--- config.mk ---
export PLATFORM = sky130hd
export DESIGN_NAME = pba_sizer
export DESIGN_NICKNAME = d
export VERILOG_FILES = /design/src/hw/rtl/assert_macros.svh /design/src/hw/rtl/pba_pkg.sv /design/src/hw/rtl/pba_sizer.sv
export SDC_FILE = /design/constraint.sdc
export NUM_CORES = 1
export LEC_CHECK = 0
export BUFFER_PORTS_ARGS = -buffer_cell sky130_fd_sc_hd__buf_2
export CAP_MARGIN = 15
export CELL_PAD_IN_SITES_DETAIL_PLACEMENT = 0
export CELL_PAD_IN_SITES_GLOBAL_PLACEMENT = 1
export CORE_AREA = 2 2 39 41
export DETAILED_ROUTE_END_ITERATION = 6
export DIE_AREA = 0 0 41 43
export PLACE_DENSITY = 0.8
export SETUP_SLACK_MARGIN = 0.02
export SLEW_MARGIN = 40
export SYNTH_ARGS = -nofsm -noshare
export SYNTH_HDL_FRONTEND = slang
export SYNTH_SLANG_ARGS = --single-unit
--- constraint.sdc ---
create_clock -name vclk -period 3.6
set_clock_uncertainty 0.15 [all_clocks]
set_input_delay 0.72 -clock vclk [all_inputs]
set_output_delay 0.72 -clock vclk [all_outputs]
set_load 0.02 [all_outputs]
--- src/hw/rtl/assert_macros.svh ---
// Assertion helpers for the RTL; the allocator core includes them.
`ifndef ASSERT_MACROS_SVH
`define ASSERT_MACROS_SVH

// Same-cycle implication, disabled while reset is low.
`define PBA_ASSERT_IMPL(lbl, clk, rst_n, ante, cons, msg) \
    lbl: assert property (@(posedge clk) disable iff (!rst_n) (ante) |-> (cons)) \
        else $error(msg);

// Next-cycle implication, disabled while reset is low.
`define PBA_ASSERT_NEXT(lbl, clk, rst_n, ante, cons, msg) \
    lbl: assert property (@(posedge clk) disable iff (!rst_n) (ante) |=> (cons)) \
        else $error(msg);

`endif

--- src/hw/rtl/pba_pkg.sv ---
package pba_pkg;

    // Default sizing of the allocator
    localparam int DEF_BUCKET_COUNT   = 12;
    localparam int DEF_SMALLEST_BYTES = 8;
    localparam int DEF_MAX_BLOCKS     = 1024;
    localparam int DEF_HEADER_BYTES   = 6;

    // Field widths
    localparam int HDL_W     = 10;
    localparam int ADDR_W    = 16;
    localparam int SIZE_W    = 16;
    localparam int BKT_W     = 4;
    localparam int CAPO_W    = 15;
    localparam int CAP_MAX_W = 22;
    localparam int SMALL_W   = 7;
    localparam int CFG_IDX_W = 2;

    typedef enum logic [1:0] {
        MODE_ALLOC  = 2'd0,
        MODE_FREE   = 2'd1,
        MODE_RESIZE = 2'd2
    } t_mode;

    typedef enum logic [2:0] {
        ST_OK      = 3'd0,
        ST_TOO_BIG = 3'd1,
        ST_OOM     = 3'd2,
        ST_DOUBLE  = 3'd3,
        ST_BAD     = 3'd4
    } t_status;

    typedef enum logic [CFG_IDX_W-1:0] {
        CFG_HEAP_START = 2'd0,
        CFG_HEAP_END   = 2'd1
    } t_cfg_reg;

    typedef enum logic [2:0] {
        S_IDLE,
        S_OLD,
        S_ALLOC,
        S_POP,
        S_PUSH,
        S_DONE
    } t_state;

    // Bucket choice for a request size
    typedef struct packed {
        logic             fit;
        logic [BKT_W-1:0] bkt;
    } t_size_info;

    // Capacity in bytes of bucket b
    function automatic logic [CAP_MAX_W-1:0] cap_of(input logic [SMALL_W-1:0] smallest,
                                                    input logic [BKT_W-1:0] b);
        cap_of = CAP_MAX_W'(smallest) << b;
    endfunction

endpackage

--- src/hw/rtl/pba_sizer.sv ---
module pba_sizer #(
    parameter int BUCKET_COUNT   = pba_pkg::DEF_BUCKET_COUNT,
    parameter int SMALLEST_BYTES = pba_pkg::DEF_SMALLEST_BYTES
) (
    input  logic [pba_pkg::SIZE_W-1:0] i_bytes,
    output pba_pkg::t_size_info        o_size
);
    import pba_pkg::*;

    // Pick the smallest bucket whose capacity holds the request
    always_comb begin
        o_size = '0;
        for (int b = BUCKET_COUNT - 1; b >= 0; b--) begin
            if (CAP_MAX_W'(i_bytes) <= cap_of(SMALL_W'(SMALLEST_BYTES), BKT_W'(b))) begin
                o_size.fit = 1'b1;
                o_size.bkt = BKT_W'(b);
            end
        end
    end

endmodule

==> results by group <==
Global route
  • Vias in the first global route: roughly 410
  • Tot GR Track Use: 0.118
  • First-pass GRT wire length: around 1500 um
  • Initial antenna violation count: 0
  • Pin count of the biggest net entering global routing: 7
  • Total gr overflow: 0

Final layout
  • # diodes: 0
  • Reg area: 0 sq um
  • Share of layout cells above drive strength 1: 0.373
  • Layout clock buffers: 0
  • Most common cell after layout, fill and taps aside: buf_2
  • Synth-to-Final Area Change: 38.8%
  • Layout filler cell count: 149
  • Commonest non-fill, non-tap cells in the layout: buf_2 (21), nor3_1 (5), nor2_1 (4), nand2_1 (4), a21oi_1 (3)
  • Seq_cells: 0
  • Layout Nets: slightly above 90

Pwr
  • Switching Fraction: 0.571
  • Pint: about 0.000019 W
  • Maximum vdd drop: between 0.015 and 0.02 mV
  • Clk pwr share: 0
  • Net Sw Power: about 0.000025 W
  • Pwr dens: around 87 mW/mm^2
  • Combinational share of power: 1.000
  • Leakage: ~0.2 nW
  • Flop pwr share: 0

STA
  • Fmax: about 290 MHz
  • Min Clock Period, post-route: 3460 ps
  • Final hold violation count: 0
  • Final setup viols: 0
  • Slew at the pin with the worst max-slew slack: ~410 ps
  • Slew Limit Fails: 0
  • Final worst slack: 144 ps
  • Final worst path period share: 0.960
  • Final TNS setup: 0 ps
  • RSZ-0062 raised after global routing: no
  • Worst slew margin: 0.719

Setup path
  • Crit. End Element: primary output
  • Worst Setup Path Type: in2out
  • Worst endpoint required time: 2730 ps
  • Critical Path AT: roughly 2600 ps
  • Cells along the critical path: buf_2, or4_1, buf_4, nor4_4, a2bb2oi_1, or4_1, o211ai_1, buf_2
  • CP startpoint kind: primary input
  • Worst-path maximum fanout: 5
  • Largest stage delay, worst path: roughly 560 ps
  • Worst path slowest cell: or4_1

Floorplan
  • Die Ht: ~43 um
  • Core area: ~0.0014 sq mm
  • Die width: slightly above 40 um
  • Initial Utilization: 0.261
  • I/O pins: 21
  • Rows: 14
  • Die area: 0.00176 sq mm

Route
  • Routed wire per std cell: about 12 um
  • 1st-iter DRT viols: 11
  • Via count: roughly 520
  • Antenna Nets Post-Route: 0
  • Vias per cell: 5.75
  • Routed WL: 1090 um
  • Drt first pass iters: 4
  • # DRC: 0

Clock network
  • Hold buffers post-CTS: 0
  • Post_cts resized: 0
  • Setup bufs post-CTS: 0

Synthesis
  • Synth Area per Inst: approximately 7 sq um
  • Mapped cell area: about 360 sq um
  • Post-Synthesis Cells: between 50 and 60
  • Sequential share of the synthesized area: 0
  • Cell variety after synth: 34
  • Mapped Nets: 68
  • Synthesis Warnings: 0

Place
  • HPWL after DPL: around 910 um
  • IO Port Bufs: 21
  • Pre-CTS WS: roughly 140 ps
  • Final Wtd Congestion: 0.784

Worst hold path
  • Min-delay worst type: in2out

Run
  • Max Cap Viol: 0

Status
  • Outcome: complete, no violations
layer usage:
layer / wire length (um) / share of wire / vias up / global-route usage
met5: 0 / 0 / - / 0
met4: 0 / 0 / 0 / 0.0200
met3: 54 / 0.050 / 0 / 0.0157
met2: 564 / 0.52 / 14 / 0.219
met1: 469 / 0.43 / 243 / 0.133
li1: - / - / 266 / -
power by group through the flow:
stage | clock network [W] | logic [W] | registers, W
after floorplan | 0 | 0.0000202 | 0
after global placement | 0 | 0.0000431 | 0
after detailed placement | 0 | 0.0000431 | 0
after CTS | 0 | 0.0000434 | 0
after global routing | 0 | 0.0000479 | 0
final | 0 | 0.0000434 | 0
worst max-delay path, delay by kind of cell:
kind	cells	cell delay (ps)
AND/OR/NAND/NOR	3	1180
buffers and inverters	3	490
AO/OA/AOI/OAI	2	190
cell families after synthesis:
kind of cell           share of synthesized area
AOI/OAI and AO/OA                          0.395
buffers and inverters                     0.0104
and+or+nand+nor                            0.595
per-stage QoR:
stage,utilization,cells,total power (W),cell area (sq um),hold slack (ps)
floorplan,-,52,0.0000202,362,1370
global placement,0.363,91,0.0000431,502,1610
detailed placement,0.363,91,0.0000431,502,1610
CTS,0.363,91,0.0000434,502,1610
global route,0.363,91,0.0000479,502,1630
finish,0.363,91,0.0000434,502,1620
cell usage after synthesis (2+ instances only):
cell / instances / area (sq um)
nor2b_1: 2 / 12.5
or4_1: 2 / 15.0
nor2_1: 4 / 15.0
nor4_1: 2 / 12.5
nand2_1: 4 / 15.0
nor3_1: 5 / 25.0
o21a_1: 2 / 15.0
a21oi_1: 3 / 15.0
a2111oi_0: 2 / 17.5
nand2b_1: 2 / 12.5
final timing paths:
path,start,endpoint,slack [ps],cells after the start
min,i_bytes[15],o_size[4],1620,3
max,i_bytes[7],o_size[0],140,8
cell type report:
cell class	count	area, sq um	share of cell area
multi-input combinational	51	358	0.713
timing repair buffer	23	120	0.239
inverter	1	3.75	0.00748
tap	16	20.0	0.0399
No activity file was read; power rests on OpenSTA's default activity.
